`src/rtl/zpdf_pkg.sv`:
```
// Shared types and constants for the zero padded decimal formatter.
// Used by every file of the block; depends on nothing.
package zpdf_pkg;

   // Defaults for the top level parameters
   localparam int DEF_MAX_WIDTH  = 63;
   localparam int DEF_VALUE_BITS = 32;

   // Fixed field widths
   localparam int VALUE_FIELD_BITS = 32;
   localparam int WIDTH_BITS       = 6;
   localparam int CHAR_BITS        = 8;

   // Double dabble shifts handled per conversion stage
   localparam int BITS_PER_STAGE = 8;

   // ASCII codes
   localparam logic [CHAR_BITS-1:0] ASCII_ZERO  = 8'd48;
   localparam logic [CHAR_BITS-1:0] ASCII_MINUS = 8'd45;

   // Request beat
   typedef struct packed {
      logic [VALUE_FIELD_BITS-1:0] value;
      logic [WIDTH_BITS-1:0]       min_width;
      logic                        zero_pad;
   } req_type;

   // Response beat
   typedef struct packed {
      logic [CHAR_BITS-1:0] char_code;
      logic                 last;
   } rsp_type;

   // Decimal digits needed for the largest magnitude, 2^(bits-1)
   function automatic int num_digits(int bits);
      longint v;
      int     n;
      v = longint'(1) << (bits - 1);
      n = 0;
      do begin
         v = v / 10;
         n = n + 1;
      end while (v != 0);
      return n;
   endfunction

endpackage

```
`src/rtl/zpdf_bcd_pipe.sv`:
```
// Conversion pipeline: sign split, double dabble binary to BCD over several
// stages, then digit count and padding count. Depends on zpdf_pkg.
module zpdf_bcd_pipe #(
   parameter int VALUE_BITS = zpdf_pkg::DEF_VALUE_BITS,
   parameter int MAX_WIDTH  = zpdf_pkg::DEF_MAX_WIDTH,
   localparam int DIGITS    = zpdf_pkg::num_digits(VALUE_BITS),
   localparam int BCD_BITS  = 4 * DIGITS,
   localparam int CNT_BITS  = $clog2(DIGITS + 1)
) (
   input  logic                            clock,
   input  logic                            reset,
   input  logic                            in_take,
   input  zpdf_pkg::req_type               in_data,
   output logic                            in_ready,
   input  logic                            out_take,
   output logic                            out_valid,
   output logic [BCD_BITS-1:0]             out_bcd,
   output logic [CNT_BITS-1:0]             out_ndig,
   output logic [zpdf_pkg::WIDTH_BITS-1:0] out_pad_cnt,
   output logic                            out_neg
);

   localparam int STEP  = zpdf_pkg::BITS_PER_STAGE;
   localparam int NCONV = (VALUE_BITS + STEP - 1) / STEP;
   localparam int WB    = zpdf_pkg::WIDTH_BITS;

   typedef struct packed {
      logic [BCD_BITS-1:0]   bcd;
      logic [VALUE_BITS-1:0] mag;
      logic                  neg;
      logic [WB-1:0]         width;
      logic                  pad;
   } stage_type;

   // One stage's worth of double dabble shifts, starting at shift number base
   function automatic stage_type conv_step(stage_type s, int base);
      stage_type r;
      r = s;
      for (int j = 0; j < STEP; j++) begin
         if (base + j < VALUE_BITS) begin
            for (int d = 0; d < DIGITS; d++) begin
               if (r.bcd[4*d +: 4] >= 4'd5) begin
                  r.bcd[4*d +: 4] = r.bcd[4*d +: 4] + 4'd3;
               end
            end
            {r.bcd, r.mag} = {r.bcd[BCD_BITS-2:0], r.mag, 1'b0};
         end
      end
      return r;
   endfunction

   stage_type             stg_ff  [0:NCONV];
   stage_type             stg_nxt [1:NCONV];
   stage_type             in_stage;
   logic [NCONV:0]        vld_ff;
   logic [NCONV:0]        rdy;
   logic                  cnt_vld_ff;
   logic                  cnt_rdy;
   logic [BCD_BITS-1:0]   cnt_bcd_ff;
   logic [CNT_BITS-1:0]   cnt_ndig_ff;
   logic [CNT_BITS-1:0]   cnt_ndig_in;
   logic [WB-1:0]         cnt_pad_ff;
   logic [WB-1:0]         cnt_pad_in;
   logic                  cnt_neg_ff;
   logic [VALUE_BITS-1:0] raw;

   // Input stage: take the magnitude, clamp the width
   assign raw = in_data.value[VALUE_BITS-1:0];
   always_comb begin
      in_stage.bcd   = '0;
      in_stage.neg   = raw[VALUE_BITS-1];
      in_stage.mag   = raw[VALUE_BITS-1] ? (~raw + 1'b1) : raw;
      in_stage.width = (in_data.min_width > WB'(MAX_WIDTH)) ? WB'(MAX_WIDTH)
                                                            : in_data.min_width;
      in_stage.pad   = in_data.zero_pad;
   end

   // Conversion stages
   for (genvar c = 1; c <= NCONV; c++) begin : g_conv
      assign stg_nxt[c] = conv_step(stg_ff[c-1], (c - 1) * STEP);
   end

   // Digit count on the magnitude, zero counts as one digit; then the padding count
   always_comb begin
      cnt_ndig_in = CNT_BITS'(1);
      for (int d = 1; d < DIGITS; d++) begin
         if (stg_ff[NCONV].bcd[4*d +: 4] != 4'd0) begin
            cnt_ndig_in = CNT_BITS'(d + 1);
         end
      end
      if (stg_ff[NCONV].pad && (stg_ff[NCONV].width > WB'(cnt_ndig_in))) begin
         cnt_pad_in = stg_ff[NCONV].width - WB'(cnt_ndig_in);
      end else begin
         cnt_pad_in = '0;
      end
   end

   // Backpressure: a stage moves when it is empty or the next one moves
   assign cnt_rdy = !cnt_vld_ff || out_take;
   always_comb begin
      rdy[NCONV] = !vld_ff[NCONV] || cnt_rdy;
      for (int i = NCONV - 1; i >= 0; i--) begin
         rdy[i] = !vld_ff[i] || rdy[i+1];
      end
   end
   assign in_ready = rdy[0];

   // Valid bits
   always_ff @(posedge clock) begin
      if (reset) begin
         vld_ff     <= '0;
         cnt_vld_ff <= 1'b0;
      end else begin
         if (rdy[0]) begin
            vld_ff[0] <= in_take;
         end
         for (int c = 1; c <= NCONV; c++) begin
            if (rdy[c]) begin
               vld_ff[c] <= vld_ff[c-1];
            end
         end
         if (cnt_rdy) begin
            cnt_vld_ff <= vld_ff[NCONV];
         end
      end
   end

   // Payload
   always_ff @(posedge clock) begin
      if (rdy[0] && in_take) begin
         stg_ff[0] <= in_stage;
      end
      for (int c = 1; c <= NCONV; c++) begin
         if (rdy[c] && vld_ff[c-1]) begin
            stg_ff[c] <= stg_nxt[c];
         end
      end
      if (cnt_rdy && vld_ff[NCONV]) begin
         cnt_bcd_ff  <= stg_ff[NCONV].bcd;
         cnt_ndig_ff <= cnt_ndig_in;
         cnt_pad_ff  <= cnt_pad_in;
         cnt_neg_ff  <= stg_ff[NCONV].neg;
      end
   end

   assign out_valid   = cnt_vld_ff;
   assign out_bcd     = cnt_bcd_ff;
   assign out_ndig    = cnt_ndig_ff;
   assign out_pad_cnt = cnt_pad_ff;
   assign out_neg     = cnt_neg_ff;

endmodule

```
`src/rtl/zero_padded_decimal_formatter.sv`:
```
// Top level of the zero padded decimal formatter: conversion pipeline plus
// the character emitter. Depends on zpdf_pkg and zpdf_bcd_pipe.
//
// Usage:
//   A number is accepted on a clock edge with start high and busy low; the
//   request beat carries value, min_width and zero_pad.
//   The text comes out on rsp_data one character per cycle, marked by
//   rsp_valid, the final character with last set: a minus sign for negative
//   values, then '0' padding up to min_width digits when zero_pad is set
//   (width capped at MAX_WIDTH), then the digits, most significant first.
//   Path: the first character appears once the request has passed the input
//   register, the double dabble pipeline of 8 shifts per stage, the digit
//   count register and the emitter state register.
//   Throughput: one character per cycle; a number has 1 to 64 characters and
//   the next number, if already waiting in the pipeline, follows without a gap.
//   Further numbers queue in the pipeline stages; busy rises once they are
//   all full behind the emitter.
//   The receiver cannot stall: every response beat is taken when shown.
//   Reset empties the pipeline and the emitter; busy is low afterwards.
module zero_padded_decimal_formatter #(
   parameter int MAX_WIDTH  = zpdf_pkg::DEF_MAX_WIDTH,
   parameter int VALUE_BITS = zpdf_pkg::DEF_VALUE_BITS
) (
   input  logic              clock,
   input  logic              reset,
   input  logic              start,
   output logic              busy,
   input  zpdf_pkg::req_type req_data,
   output logic              rsp_valid,
   output zpdf_pkg::rsp_type rsp_data
);

   localparam int DIGITS   = zpdf_pkg::num_digits(VALUE_BITS);
   localparam int BCD_BITS = 4 * DIGITS;
   localparam int CNT_BITS = $clog2(DIGITS + 1);
   localparam int IDX_BITS = $clog2(DIGITS);
   localparam int WB       = zpdf_pkg::WIDTH_BITS;

   typedef enum logic [3:0] {
      ST_IDLE  = 4'b0001,
      ST_SIGN  = 4'b0010,
      ST_PAD   = 4'b0100,
      ST_DIGIT = 4'b1000
   } state_type;

   state_type           state_ff, state_in, load_state;
   logic                in_ready;
   logic                cv_valid;
   logic [BCD_BITS-1:0] cv_bcd;
   logic [CNT_BITS-1:0] cv_ndig;
   logic [WB-1:0]       cv_pad;
   logic                cv_neg;
   logic                load;
   logic                final_digit;
   logic [BCD_BITS-1:0] bcd_ff, bcd_in;
   logic [CNT_BITS-1:0] dig_left_ff, dig_left_in;
   logic [WB-1:0]       pad_left_ff, pad_left_in;
   logic [CNT_BITS-1:0] dig_sel;
   logic [3:0]          digit_arr [DIGITS];

   assign busy = !in_ready;

   zpdf_bcd_pipe #(
      .VALUE_BITS (VALUE_BITS),
      .MAX_WIDTH  (MAX_WIDTH)
   ) u_pipe (
      .clock       (clock),
      .reset       (reset),
      .in_take     (start && in_ready),
      .in_data     (req_data),
      .in_ready    (in_ready),
      .out_take    (load),
      .out_valid   (cv_valid),
      .out_bcd     (cv_bcd),
      .out_ndig    (cv_ndig),
      .out_pad_cnt (cv_pad),
      .out_neg     (cv_neg)
   );

   // Emitter load: when idle or on the final digit of the current number
   assign final_digit = (state_ff == ST_DIGIT) && (dig_left_ff == CNT_BITS'(1));
   assign load        = cv_valid && ((state_ff == ST_IDLE) || final_digit);

   always_comb begin
      if (cv_neg) begin
         load_state = ST_SIGN;
      end else if (cv_pad != '0) begin
         load_state = ST_PAD;
      end else begin
         load_state = ST_DIGIT;
      end
   end

   // Emitter sequencing
   always_comb begin
      state_in    = state_ff;
      bcd_in      = bcd_ff;
      dig_left_in = dig_left_ff;
      pad_left_in = pad_left_ff;
      case (state_ff)
         ST_SIGN: begin
            state_in = (pad_left_ff != '0) ? ST_PAD : ST_DIGIT;
         end
         ST_PAD: begin
            pad_left_in = pad_left_ff - 1'b1;
            if (pad_left_ff == WB'(1)) begin
               state_in = ST_DIGIT;
            end
         end
         ST_DIGIT: begin
            dig_left_in = dig_left_ff - 1'b1;
            if (final_digit) begin
               state_in = ST_IDLE;
            end
         end
         default: begin
            state_in = ST_IDLE;
         end
      endcase
      if (load) begin
         state_in    = load_state;
         bcd_in      = cv_bcd;
         dig_left_in = cv_ndig;
         pad_left_in = cv_pad;
      end
   end

   always_ff @(posedge clock) begin
      if (reset) begin
         state_ff <= ST_IDLE;
      end else begin
         state_ff <= state_in;
      end
   end

   always_ff @(posedge clock) begin
      bcd_ff      <= bcd_in;
      dig_left_ff <= dig_left_in;
      pad_left_ff <= pad_left_in;
   end

   // Response beat
   for (genvar d = 0; d < DIGITS; d++) begin : g_digit
      assign digit_arr[d] = bcd_ff[4*d +: 4];
   end
   assign dig_sel = dig_left_ff - 1'b1;

   always_comb begin
      rsp_valid          = (state_ff != ST_IDLE);
      rsp_data.last      = final_digit;
      case (state_ff)
         ST_SIGN:  rsp_data.char_code = zpdf_pkg::ASCII_MINUS;
         ST_PAD:   rsp_data.char_code = zpdf_pkg::ASCII_ZERO;
         ST_DIGIT: rsp_data.char_code = zpdf_pkg::ASCII_ZERO
                                        + {4'b0000, digit_arr[dig_sel[IDX_BITS-1:0]]};
         default:  rsp_data.char_code = zpdf_pkg::ASCII_ZERO;
      endcase
   end

endmodule

```
`config.mk`:
```
export PLATFORM = sky130hd
export DESIGN_NAME = zero_padded_decimal_formatter
export DESIGN_NICKNAME = d
export VERILOG_FILES = /design/src/rtl/zpdf_pkg.sv /design/src/rtl/zpdf_bcd_pipe.sv /design/src/rtl/zero_padded_decimal_formatter.sv
export SDC_FILE = /design/constraint.sdc
export NUM_CORES = 1
export LEC_CHECK = 0
export BUFFER_PORTS_ARGS = -buffer_cell sky130_fd_sc_hd__buf_2
export CAP_MARGIN = 30
export CORE_ASPECT_RATIO = 0.6
export CORE_MARGIN = 2
export CORE_UTILIZATION = 30
export DETAILED_ROUTE_END_ITERATION = 7
export GPL_ROUTABILITY_DRIVEN = 0
export PLACE_DENSITY = 0.5
export SYNTH_ARGS = -nofsm -noshare
export SYNTH_HDL_FRONTEND = slang
export SYNTH_HIERARCHICAL = 1
export SYNTH_SLANG_ARGS = --single-unit
```
`constraint.sdc`:
```
create_clock -name clock -period 9.5 [get_ports clock]
set_input_delay 0.475 -clock clock [delete_from_list [all_inputs] [get_ports clock]]
set_output_delay 0.475 -clock clock [all_outputs]
set_load 0.01 [all_outputs]
```
==> results by group <==
Detailed routing
  • Vias/cell: 5.25
  • Via count: 25,512
  • Met2 wire len: 24,500 um
  • WL per Instance: 14.1 um
  • Routed wl met3: 2860 um
  • Total wire length: 68,300 um
  • Top Metal Used: met5
  • M1 wire length: 39,900 um
  • Detailed-route DRC error count: 0
  • Final antenna-violating net count: 0
  • DR pass1 iterations: 6
  • Detailed Route Iter0 Violations: 2,060

Setup path
  • Worst path slowest cell: a211oi_1
  • Worst EP required: 9.83 ns
  • Top delay family on crit path: compound AO/OA/AOI/OAI gates
  • Buf/Inv on CP: 5
  • Kind of critical path: reg -> reg
  • CP Capture Type: flop
  • Worst setup SP type: flop
  • Crit path largest cell delay: 0.52 ns
  • Most common cell on crit path: ha_1
  • Crit path DAT: 7.93 ns
  • Crit path max fanout: 7

Hold path
  • Worst Hold Class: in -> reg

Floorplan
  • Die Wd: 418 um
  • Die ar.: 0.105 sq mm
  • I/O pins: 53
  • Core ar.: 0.101 sq mm
  • Die H: 252 um
  • Cell Rows: 90
  • Initial Util: 30.5%

Global routing
  • Vias in the first global route: 22,535
  • First-pass GRT wire length: 115,000 um
  • Global route total overflow: 0
  • Initial antenna violation count: 1
  • All-Layer GR Usage: 12.8%
  • Largest net degree at the start of global routing: 52

Logic synthesis
  • Top FF cell, synth: edfxtp_1
  • Yosys cell types: 138
  • EDFF count, synth: 323
  • Post-synthesis instance total: 3,494
  • Synthesized area: 0.0308 sq mm
  • Sequential cell area fraction in the yosys report: 32.1%
  • Synth Register Bits: 333
  • Ys async rst share: 0%
  • Ys Warns: 6
  • Avg Cell Area, Syn: 8.81 sq um

Finish
  • Final instance area: 0.0337 sq mm
  • Layout cells sized above 1: 11.0%
  • Layout area overhead: 9.56%
  • Antenna Cells: 0
  • NumNets Final: 3,683
  • Layout Cells excl Fill: 4,857

Clock network
  • CTS tree: built
  • Worst-skew pair later-pin latency: 0.58 ns
  • CTS Root Cell: clkbuf_16
  • Post-cts sizing count: 0
  • Num CTS Buffers: 37
  • CTS Sinks: 333
  • Setup Buffers After CTS: 0
  • H-tree depth: 2
  • Hold_buf cts: 0
  • Worst-path clk slew: 0.07 ns
  • Bufs on Longest Clock Path: 3

STA
  • Minimum clock period after layout: 7.59 ns
  • Max-slew violations: 0
  • Final Skew: 0.0217 ns
  • Setup_tns: 0 ns
  • Slew @ Worst Pin: 1.09 ns
  • Unrepaired setup endpoints after global routing: no
  • Final hold vios: 0
  • Final setup violation count: 0
  • Rel. slew slack: 27.5%
  • Max Clk Rate: 132 MHz
  • Final period utilization: 79.9%

Run
  • Maxcap violations: 0

Placement
  • Placed inst area: 0.0325 sq mm
  • DP HPWL: 50,900 um
  • IO buf count: 49
  • Placed cell count: 4,791

Run status
  • Status: finished, final reports clean
==> metrics by stage <==
stage | util, % | hold WS, ns | worst slack (ns)
3_5_place_dp | 32.1 | 0.405 | 1.99
5_1_grt | 33.4 | 0.0389 | 1.18
2_1_floorplan | - | 0.400 | 2.72
3_3_place_gp | 32.1 | 0.401 | 2.10
6_report | 33.4 | 0.0711 | 1.91
4_1_cts | 33.4 | 0.0280 | 1.98
==> sequential cells by signal, summed over array words and instances, names as in the netlist, 5 cells and up <==
name and flops:
bcd_ff 40, u_pipe/out_pad_cnt 6, pad_left_ff 6, u_pipe/stg_ff 222
u_pipe/vld_ff 5, u_pipe/out_bcd 40
==> cell usage after synthesis, types with 55 or more instances <==
library cell	count	area, sq um
o21ai_1	57	285
ha_1	144	1800
a21oi_1	235	1180
mux2i_1	86	861
nand2b_1	58	363
inv_1	196	736
nor3_1	118	591
nand3_1	91	455
a21o_1	55	413
mux2_2	59	664
xnor2_1	120	1050
o21ai_0	229	1150
nand2_1	260	976
clkbuf_1	76	285
edfxtp_1	323	9700
a211oi_1	56	420
nor2_1	287	1080
==> final timing paths <==
path                    startpoint                    end  slack, ns  cells after the start
max          u_pipe/stg_ff[0][224]  u_pipe/stg_ff[0][307]       1.91                     32
min                    req_data[3]    u_pipe/stg_ff[0][3]       0.07                      1
min reg2reg  u_pipe/stg_ff[0][189]  u_pipe/stg_ff[0][261]       0.41                      0
max reg2reg  u_pipe/stg_ff[0][224]  u_pipe/stg_ff[0][307]       1.91                     32
==> cells in the final DEF, fill, tap and decap left out, types with 49 or more instances in the layout <==
master	instances
a21oi_1	235
nor2_1	287
ha_1	144
nand2_1	260
edfxtp_1	323
o21ai_0	229
xnor2_1	120
nand3_1	91
o21ai_1	57
nor3_1	118
mux2i_1	86
o211ai_1	49
a211oi_1	56
nand2b_1	58
mux2_2	59
buf_2	50
inv_1	196
a21o_1	55
==> area by class of cell <==
class / count / area, sq um
fillers: 10413 / 67400
multi-input cells: 2834 / 19700
flip-flops and latches: 333 / 9900
well taps: 1334 / 1670
clock buffers: 40 / 937
inverters: 220 / 826
repair buffers: 70 / 397
clock inverters: 26 / 347
==> metal layers <==
layer  vias to the layer above  track usage, %
met3                        51            1.96
met4                         2            2.38
li1                      13344               -
met1                     11696            21.5
met5                         -               0
met2                       419            16.5
==> cell families (layout without fill, tap and decap cells) <==
| kind of cell | count (synthesis) | count (layout) | synth area share, % |
|---|---|---|---|
| AND/OR/NAND/NOR | 1102 | 1102 | 17.7 |
| adder cells (fa/ha/maj) | 160 | 160 | 6.41 |
| buffers and inverters | 328 | 356 | 4.23 |
| multiplexers | 159 | 159 | 5.67 |
| flip-flops | 333 | 333 | 32.1 |
| XOR/XNOR | 178 | 178 | 5.70 |
| other | 2 | 3 | 0.0244 |
| AO/OA/AOI/OAI | 1232 | 1232 | 28.1 |
==> worst register-to-register path, delay by kind of cell (launching register included) <==
family | cells | cell delay, ns
compound gates | 12 | 2.84
xor+xnor | 2 | 0.52
fa+ha+maj | 6 | 1.50
buf+inv | 5 | 0.61
flops | 1 | 0.47
mux | 2 | 0.71
simple gates | 5 | 0.70
Power is not shown: default switching activity piles up to over one toggle a cycle in this logic, so the estimate is an artifact.
